--- src/design/spq_pkg.sv ---
// ----------------------------------------------------------------------------
// spq_pkg
// Shared types and codes for the stable priority queue.
// ----------------------------------------------------------------------------
package spq_pkg;

  localparam int PRIO_W = 8;
  localparam int TAG_W  = 16;
  localparam int STAT_W = 2;
  localparam int OCC_W  = 5;

  // Transaction kinds.
  localparam logic KIND_INSERT = 1'b0;
  localparam logic KIND_REMOVE = 1'b1;

  // Result status codes.
  localparam logic [STAT_W-1:0] STATUS_OK    = 2'd0;
  localparam logic [STAT_W-1:0] STATUS_FULL  = 2'd1;
  localparam logic [STAT_W-1:0] STATUS_EMPTY = 2'd2;

  // Commands from the controller to the datapath.
  typedef struct packed {
    logic load;   // capture the incoming transaction
    logic exec;   // update the slot chain and the result registers
  } spq_cmd_t;

  // Status from the datapath to the controller.
  typedef struct packed {
    logic full;
    logic empty;
  } spq_stat_t;

endpackage

--- src/design/spq_ctrl.sv ---
// ----------------------------------------------------------------------------
// spq_ctrl
// Controller: accepts a transaction, runs its update, raises done.
// ----------------------------------------------------------------------------
module spq_ctrl
  import spq_pkg::*;
(
  input  logic      clk,
  input  logic      rst,
  input  logic      start,
  input  spq_stat_t stat,
  output spq_cmd_t  cmd,
  output logic      busy,
  output logic      done,
  output logic      was_full,
  output logic      was_empty
);

  localparam logic ST_IDLE = 1'b0;
  localparam logic ST_EXEC = 1'b1;

  logic state;
  logic state_next;

  always_comb begin
    state_next = state;
    cmd        = '0;
    unique case (state)
      ST_IDLE: begin
        if (start) begin
          cmd.load   = 1'b1;
          state_next = ST_EXEC;
        end
      end
      ST_EXEC: begin
        cmd.exec   = 1'b1;
        state_next = ST_IDLE;
      end
      default: state_next = ST_IDLE;
    endcase
  end

  assign busy = (state == ST_EXEC);

  always_ff @(posedge clk) begin
    if (rst) begin
      state     <= ST_IDLE;
      done      <= 1'b0;
      was_full  <= 1'b0;
      was_empty <= 1'b0;
    end else begin
      state <= state_next;
      done  <= cmd.exec;
      if (cmd.exec) begin
        was_full  <= stat.full;
        was_empty <= stat.empty;
      end
    end
  end

endmodule

--- src/design/spq_datapath.sv ---
// ----------------------------------------------------------------------------
// spq_datapath
// Sorted slot chain with one comparator per slot, plus result registers.
// ----------------------------------------------------------------------------
module spq_datapath
  import spq_pkg::*;
#(
  parameter int DEPTH = 16
) (
  input  logic              clk,
  input  logic              rst,
  input  spq_cmd_t          cmd,
  input  logic              kind,
  input  logic [PRIO_W-1:0] prio_in,
  input  logic [TAG_W-1:0]  tag_in,
  output spq_stat_t         stat,
  output logic [STAT_W-1:0] status,
  output logic              popped_valid,
  output logic [TAG_W-1:0]  popped_tag,
  output logic [PRIO_W-1:0] popped_prio,
  output logic [OCC_W-1:0]  occupancy
);

  localparam int CNT_W = $clog2(DEPTH + 1);

  logic              kind_q;
  logic [PRIO_W-1:0] prio_q;
  logic [TAG_W-1:0]  tag_q;
  logic [CNT_W-1:0]  count;

  logic [PRIO_W-1:0] slot_prio [DEPTH];
  logic [TAG_W-1:0]  slot_tag  [DEPTH];
  logic [PRIO_W-1:0] prio_next [DEPTH];
  logic [TAG_W-1:0]  tag_next  [DEPTH];
  logic [DEPTH-1:0]  keep;

  assign stat.full  = (count == CNT_W'(DEPTH));
  assign stat.empty = (count == '0);

  // Each slot compares itself against the new priority. Because the chain is
  // sorted, keep is a prefix of ones that ends at the insertion point.
  genvar g;
  generate
    for (g = 0; g < DEPTH; g++) begin : g_cell
      assign keep[g] = (CNT_W'(g) < count) && (slot_prio[g] >= prio_q);

      always_comb begin
        if (kind_q == KIND_REMOVE) begin
          prio_next[g] = slot_prio[(g < DEPTH - 1) ? g + 1 : g];
          tag_next[g]  = slot_tag[(g < DEPTH - 1) ? g + 1 : g];
        end else if (keep[g]) begin
          prio_next[g] = slot_prio[g];
          tag_next[g]  = slot_tag[g];
        end else if ((g == 0) || keep[(g > 0) ? g - 1 : 0]) begin
          prio_next[g] = prio_q;
          tag_next[g]  = tag_q;
        end else begin
          prio_next[g] = slot_prio[(g > 0) ? g - 1 : 0];
          tag_next[g]  = slot_tag[(g > 0) ? g - 1 : 0];
        end
      end

      always_ff @(posedge clk) begin
        if (cmd.exec && ((kind_q == KIND_REMOVE) ? !stat.empty : !stat.full)) begin
          slot_prio[g] <= prio_next[g];
          slot_tag[g]  <= tag_next[g];
        end
      end
    end
  endgenerate

  always_ff @(posedge clk) begin
    if (cmd.load) begin
      kind_q  <= kind;
      prio_q  <= prio_in;
      tag_q   <= tag_in;
    end
    if (cmd.exec) begin
      popped_valid <= 1'b0;
      popped_tag   <= '0;
      popped_prio  <= '0;
      status       <= STATUS_OK;
      if (kind_q == KIND_REMOVE) begin
        if (stat.empty) begin
          status <= STATUS_EMPTY;
        end else begin
          popped_valid <= 1'b1;
          popped_tag   <= slot_tag[0];
          popped_prio  <= slot_prio[0];
        end
      end else if (stat.full) begin
        status <= STATUS_FULL;
      end
    end
  end

  always_ff @(posedge clk) begin
    if (rst) begin
      count <= '0;
    end else if (cmd.exec) begin
      if (kind_q == KIND_REMOVE && !stat.empty) begin
        count <= count - 1'b1;
      end else if (kind_q == KIND_INSERT && !stat.full) begin
        count <= count + 1'b1;
      end
    end
  end

  assign occupancy = OCC_W'(count);

endmodule

--- src/design/stable_priority_queue_core.sv ---
// ----------------------------------------------------------------------------
// stable_priority_queue_core
// Bounded priority queue kept sorted by descending priority, FIFO among ties.
// ----------------------------------------------------------------------------
// A transaction is taken when start is high and busy is low. It is first
// captured into the datapath registers, and then, in the update, every slot
// of the sorted chain compares itself against the new priority in parallel
// and shifts. Busy is high during the update and no transaction is taken
// then; the next can be started once busy falls. The result appears on the
// result ports, marked by a one-cycle done strobe, in the cycle after the
// update; the receiver cannot stall it, so it must capture the result then.
// An insert places the new entry after every stored entry of equal or higher
// priority. A remove on an empty queue reports the empty status and an
// insert on a full queue reports the full status; neither changes the queue.
// The queue starts empty after reset and needs no clearing pass.
module stable_priority_queue_core
  import spq_pkg::*;
#(
  parameter int DEPTH = 16
) (
  input  logic              clk,
  input  logic              rst,
  input  logic              start,
  output logic              busy,
  input  logic              kind,
  input  logic [PRIO_W-1:0] prio_in,
  input  logic [TAG_W-1:0]  tag_in,
  output logic              done,
  output logic [STAT_W-1:0] status,
  output logic              popped_valid,
  output logic [TAG_W-1:0]  popped_tag,
  output logic [PRIO_W-1:0] popped_prio,
  output logic [OCC_W-1:0]  occupancy
);

  spq_cmd_t  cmd;
  spq_stat_t stat;
  logic      was_full;
  logic      was_empty;
  logic [STAT_W-1:0] dp_status;

  // The controller sequences each transaction.
  spq_ctrl u_ctrl (
    .clk       (clk),
    .rst       (rst),
    .start     (start),
    .stat      (stat),
    .cmd       (cmd),
    .busy      (busy),
    .done      (done),
    .was_full  (was_full),
    .was_empty (was_empty)
  );

  // The datapath holds the slot chain and the result registers.
  spq_datapath #(
    .DEPTH (DEPTH)
  ) u_dp (
    .clk          (clk),
    .rst          (rst),
    .cmd          (cmd),
    .kind         (kind),
    .prio_in      (prio_in),
    .tag_in       (tag_in),
    .stat         (stat),
    .status       (dp_status),
    .popped_valid (popped_valid),
    .popped_tag   (popped_tag),
    .popped_prio  (popped_prio),
    .occupancy    (occupancy)
  );

  // A refused transaction always saw the queue full or empty; the controller's
  // sampled flags gate the status so a stale code never leaks out.
  assign status = (was_full || was_empty) ? dp_status : STATUS_OK;

endmodule

--- config.mk ---
export PLATFORM = sky130hd
export DESIGN_NAME = stable_priority_queue_core
export DESIGN_NICKNAME = d
export VERILOG_FILES = /design/src/design/spq_pkg.sv /design/src/design/spq_ctrl.sv /design/src/design/spq_datapath.sv /design/src/design/stable_priority_queue_core.sv
export SDC_FILE = /design/constraint.sdc
export NUM_CORES = 1
export LEC_CHECK = 0
export BUFFER_PORTS_ARGS = -buffer_cell sky130_fd_sc_hd__buf_2
export CAP_MARGIN = 20
export CORE_ASPECT_RATIO = 0.5
export CORE_MARGIN = 2
export CORE_UTILIZATION = 41
export DETAILED_ROUTE_END_ITERATION = 16
export GPL_ROUTABILITY_DRIVEN = 0
export SYNTH_ARGS = -nofsm -noshare
export SYNTH_HDL_FRONTEND = slang
export SYNTH_SLANG_ARGS = --single-unit
--- constraint.sdc ---
create_clock -name clk -period 9.5 [get_ports clk]
set_input_delay 1.9 -clock clk [delete_from_list [all_inputs] [get_ports clk]]
set_output_delay 1.9 -clock clk [all_outputs]
set_load 0.02 [all_outputs]
## After elaboration in Yosys (flattened, before gate mapping)

Memories as Yosys holds them, arrays and structs flattened.
Cells that the tools add are included.

| cells by class | value |
|---|---|
| mux-type cells | 108 |
| reductions and logical operators | 26 |
| order comparisons | 32 |
| add/sub/neg operators | 2 |
| eq/ne operators | 1 |
| bitwise operators | 2 |

Operators by type and width:

| cell | count |
|---|---|
| 2-to-1 mux 16 bit | 47 |
| 2-to-1 mux 8 bit | 47 |
| >= comparator 8 bit | 16 |
| < comparator 4 x 5 -> 1 bit, first input constant | 8 |
| < comparator 3 x 5 -> 1 bit, first input constant | 4 |
| logical AND 1 bit | 19 |
| < comparator 1 x 5 -> 1 bit, first input constant | 2 |
| < comparator 2 x 5 -> 1 bit, first input constant | 2 |
| 2-to-1 mux 5 bit | 2 |
| 2-to-1 mux 1 bit | 8 |
| 2-to-1 mux 2 bit | 3 |
| adder 5 x 1 -> 5 bit, second input constant | 1 |
| == test 5 bit, second input constant | 1 |
| logical NOT 5 bit | 1 |
| subtractor 5 x 1 -> 5 bit, second input constant | 1 |
| logical NOT 1 bit | 2 |
| inverter 1 bit | 2 |
| case mux 1 bit (2 select lines) | 1 |
| AND reduction 2 bit | 1 |
| nonzero test 2 bit | 1 |
| OR reduction 2 bit | 1 |
| logical OR 1 bit | 1 |

| word-level totals | value |
|---|---|
| memory bits (writable) | 384 |
| logic and storage cells | 185 |
| memories | 2 |
| input port bits | 28 |
| register bits after elaboration | 61 |

Memory list:

| memory | words | width | rd ports | clocked after memory_dff | wr ports | RTL line | RTL |
|---|---|---|---|---|---|---|---|
| u_dp.slot_tag | 16 | 16 | 16 | 0 | 16 | spq_datapath.sv:32 | `logic [TAG_W-1:0] slot_tag [DEPTH];` |
| u_dp.slot_prio | 16 | 8 | 16 | 0 | 16 | spq_datapath.sv:31 | `logic [PRIO_W-1:0] slot_prio [DEPTH];` |

## Longest topological paths before layout

| depth | value |
|---|---|
| word-level depth | 6 |
| depth in mapped cells | 9 |
| depth with buffers taken out | 7 |

## By module

A second synthesis with hierarchy kept.

| second synthesis, totals | value |
|---|---|
| cell total of the unflattened synthesis | 2483 |
| area total of the unflattened synthesis | 25630.8 um^2 |

Modules (own cells, without submodules):

| module | sequential area each (um^2) | times used | cells an instance | area each (um^2) |
|---|---|---|---|---|
| spq_datapath | 13192.7 | 1 | 2468 | 25471.9 |
| spq_ctrl | 80.1 | 1 | 13 | 143.9 |
| stable_priority_queue_core | 0.0 | 1 | 2 | 15.0 |

## Worst setup path before layout

OpenSTA, ideal clock, no wires.

| timing | value |
|---|---|
| kind | reg2reg |
| start point | reg u_dp.prio_q[7] (netlist name) |
| end point | mem u_dp.slot_prio[11][2], in the netlist u_dp.slot_prio[5][10], enable pin |
| data arrival time | 3.913 ns |
| slack | 5.145 ns |
| stages on the path, launching flop included | 10 |
| buffers on the path | 2 |
| cells stage by stage | edfxtp_1 inv_1 ha_1 and2_1 a221oi_1 o21ai_1 and2_1 buf_2 buf_2 a21boi_0 |

RTL lines:

| element | RTL line |
|---|---|
| end, declared | spq_datapath.sv:31 |

==> flow_summary.json <==
{
  "outcome": "finished, final reports clean",
  "max_cap_viol_count": 0,
  "relSlewSlack_pct": 24.13,
  "ys_seq_area_share_pct": 52.37,
  "grt_first_pass_wirelength_um": 123400,
  "syn_nets": 2571,
  "ys_warn_count": 0,
  "rsz0062_at_grt": "false",
  "synth_enable_flop_cells": 436,
  "fp-row-count": 64,
  "drt_iter0_drc": 3034,
  "die_y_um": 179.8,
  "finalClockSkew_ns": 0.02843,
  "ios": 62,
  "cts_max_level": 2,
  "min_period_over_period_pct": 43.90,
  "die_area_um2": 63940,
  "cp_max_fo": 25,
  "clkLatencyLatePin_ns": 0.58,
  "grt_max_degree": 149,
  "setup_viol_count_final": 0,
  "areaGrowthSynthToFinish_pct": 9.543,
  "power.density_nw_per_um2": 175.0,
  "clk_pin_slew_ns": 0.07,
  "vias": 20371,
  "instances_no_fill": 3228,
  "final_nets": 2530,
  "fp.dieW_um": 355.6,
  "gr-total-overflow": 0,
  "synthesis.area_um2": 25340,
  "hold_depth": 2,
  "r2r_cells": 10,
  "yosysUniqueCellTypes": 66,
  "port_buffers": 61,
  "path_class": "flop to flop",
  "endpoint_kind": "flop",
  "clockBufferDepth": 3,
  "synth_flop_cell": "edfxtp_1",
  "placedCellCount": 3142,
  "initial_core_util_pct": 41.48,
  "drt.antenna.violating_nets": 0,
  "cts_resized": 0,
  "avgViaCountPerCell": 6.311,
  "p_leak_nw": 10.00,
  "final_util_pct": 45.44,
  "vdd_ir_drop_max_mv": 0.1303,
  "hp-class": "flop to flop",
  "drive_gt1_share_pct": 11.00,
  "finalMaxSlewViolations": 0,
  "syn_avg_cell_area_um2": 10.51,
  "max_freq_ghz": 0.2398,
  "antenna_found_initial": 2,
  "cp_data_required_time_ns": 9.75,
  "wl_um": 83020,
  "track_usage_pct": 25.28,
  "drc_errors": 0,
  "async_reset_ff_share_pct": 0,
  "start_kind": "flop",
  "root_buffer": "clkbuf_16",
  "coreArea_um2": 61100,
  "tightest_slew_ns": 1.134,
  "hold_violations": 0,
  "crit_arrival_ns": 4.42,
  "final.setup.tns_ns": 0,
  "postCtsHoldBufs": 0,
  "cts_setup_buffers": 0,
  "grt_pass1_vias": 18867,
  "wire_per_inst_um": 25.72,
  "clock-sinks": 445,
  "cts_buffers": 44,
  "tritoncts": "done",
  "period_needed_ns": 4.170,
  "dp_hpwl_um": 55370,
  "drtPass1Iterations": 6,
  "synth_seq_cells": 445,
  "synthCells": 2411
}
## flip-flops by register name, indices dropped and copies added, names as in the netlist
register,cells
u_dp.slot_tag,256
u_ctrl.was_empty,1
u_dp.popped_prio,8
u_dp.occupancy,5
u_ctrl.was_full,1
u_ctrl.busy,1
u_dp.slot_prio,128
u_ctrl.done,1
u_dp.popped_tag,16
u_dp.popped_valid,1
u_dp.tag_q,16
u_dp.kind_q,1
u_dp.prio_q,8
u_dp.status,2
## synthesized netlist by cell type (18+ instances only)
cell type,instances,area (µm²)
o311ai_1,97,849.6
or3_1,73,456.7
o211ai_1,75,563.0
buf_6,18,202.7
nand3_1,264,1321
and3_1,26,162.7
clkbuf_1,133,499.2
o311ai_0,26,227.7
edfxtp_1,436,13090
o221ai_1,69,604.3
nor2_1,24,90.09
nor2b_1,19,118.9
mux2_2,25,281.5
a22oi_1,24,180.2
nand2b_1,21,131.4
a32oi_1,48,420.4
inv_1,143,536.8
buf_2,56,280.3
ha_1,132,1652
o21ai_0,101,505.5
nand2_1,379,1423
a21oi_1,39,195.2
## layout make-up
class                   instances  area, µm²
diodes                          2      5.005
clock buffers                  53       1135
clock inverters                24      209.0
fillers                      5669      33340
inverters                     144      548.0
multi-input cells            1596      10590
flip-flops and latches        445      13270
well taps                     825       1032
repair buffers                139      970.9
## worst max-delay path: stages, from the launching register on
cell and delay [ns]:
edfxtp_1 0.42, inv_1 0.77, ha_1 0.38, and2_1 0.17, a221oi_1 0.31, o21ai_2 0.09, buf_4 0.26, and2_1 0.21
buf_4 0.24, a21boi_2 0.54, buf_4 0.41
## metrics by stage
stage	setup WS (ns)	hold WS, ns	area (µm²)	power (mW)
final	5.330	0.4850	27760	4.859
after CTS	5.332	0.4858	27670	4.852
after detailed placement	5.352	0.4733	26330	3.148
after global placement	5.402	0.4696	26280	3.131
after global routing	5.183	0.5050	27760	5.017
after floorplan	5.145	0.4498	25340	2.888
## logic make-up after synthesis
| family | after synthesis | share of synthesized area, % |
|---|---|---|
| AND/OR/NAND/NOR | 846 | 15.70 |
| AO/OA/AOI/OAI | 589 | 17.74 |
| flip-flops | 445 | 52.37 |
| buffers and inverters | 370 | 6.423 |
| adder cells (fa/ha/maj) | 132 | 6.517 |
| multiplexers | 25 | 1.111 |
| XOR/XNOR | 4 | 0.1383 |
## cell usage in the layout, fill, tap and decap left out, drive strengths merged, types with 21 or more instances in the layout
cell type,count
nand3,264
nand2b,21
a21oi,40
clkbuf,53
o211ai,77
buf,139
nand2,379
ha,132
a32oi,48
a22oi,24
nor2,26
o21ai,115
o221ai,69
inv,146
edfxtp,436
or3,73
mux2,25
o311ai,123
and3,26
## layer usage
| layer | global-route usage [%] | wire length, µm |
|---|---|---|
| met1 | 39.93 | 37950 |
| met2 | 33.81 | 32830 |
| met3 | 6.985 | 10840 |
| met4 | 4.881 | 1302 |
| met5 | 1.111 | 99 |
## power by group
part | internal, mW | switching [mW] | leakage [nW]
sequential | 2.30 | 0.0762 | 4.12
clock | 0.934 | 0.792 | 0.656
combinational | 0.220 | 0.534 | 5.23
total | 3.46 | 1.40 | 10.0
## worst paths after layout
kind	startpoint	end	slack, ns
worst max-delay path	u_dp.prio_q[6]	u_dp.slot_tag[4][24]	5.33
worst min-delay path	u_ctrl.was_full	u_ctrl.was_full	0.49
worst max register to register	u_dp.prio_q[6]	u_dp.slot_tag[4][24]	5.33
worst min register to register	u_ctrl.was_full	u_ctrl.was_full	0.49
No activity file was read; power rests on OpenSTA's default activity.
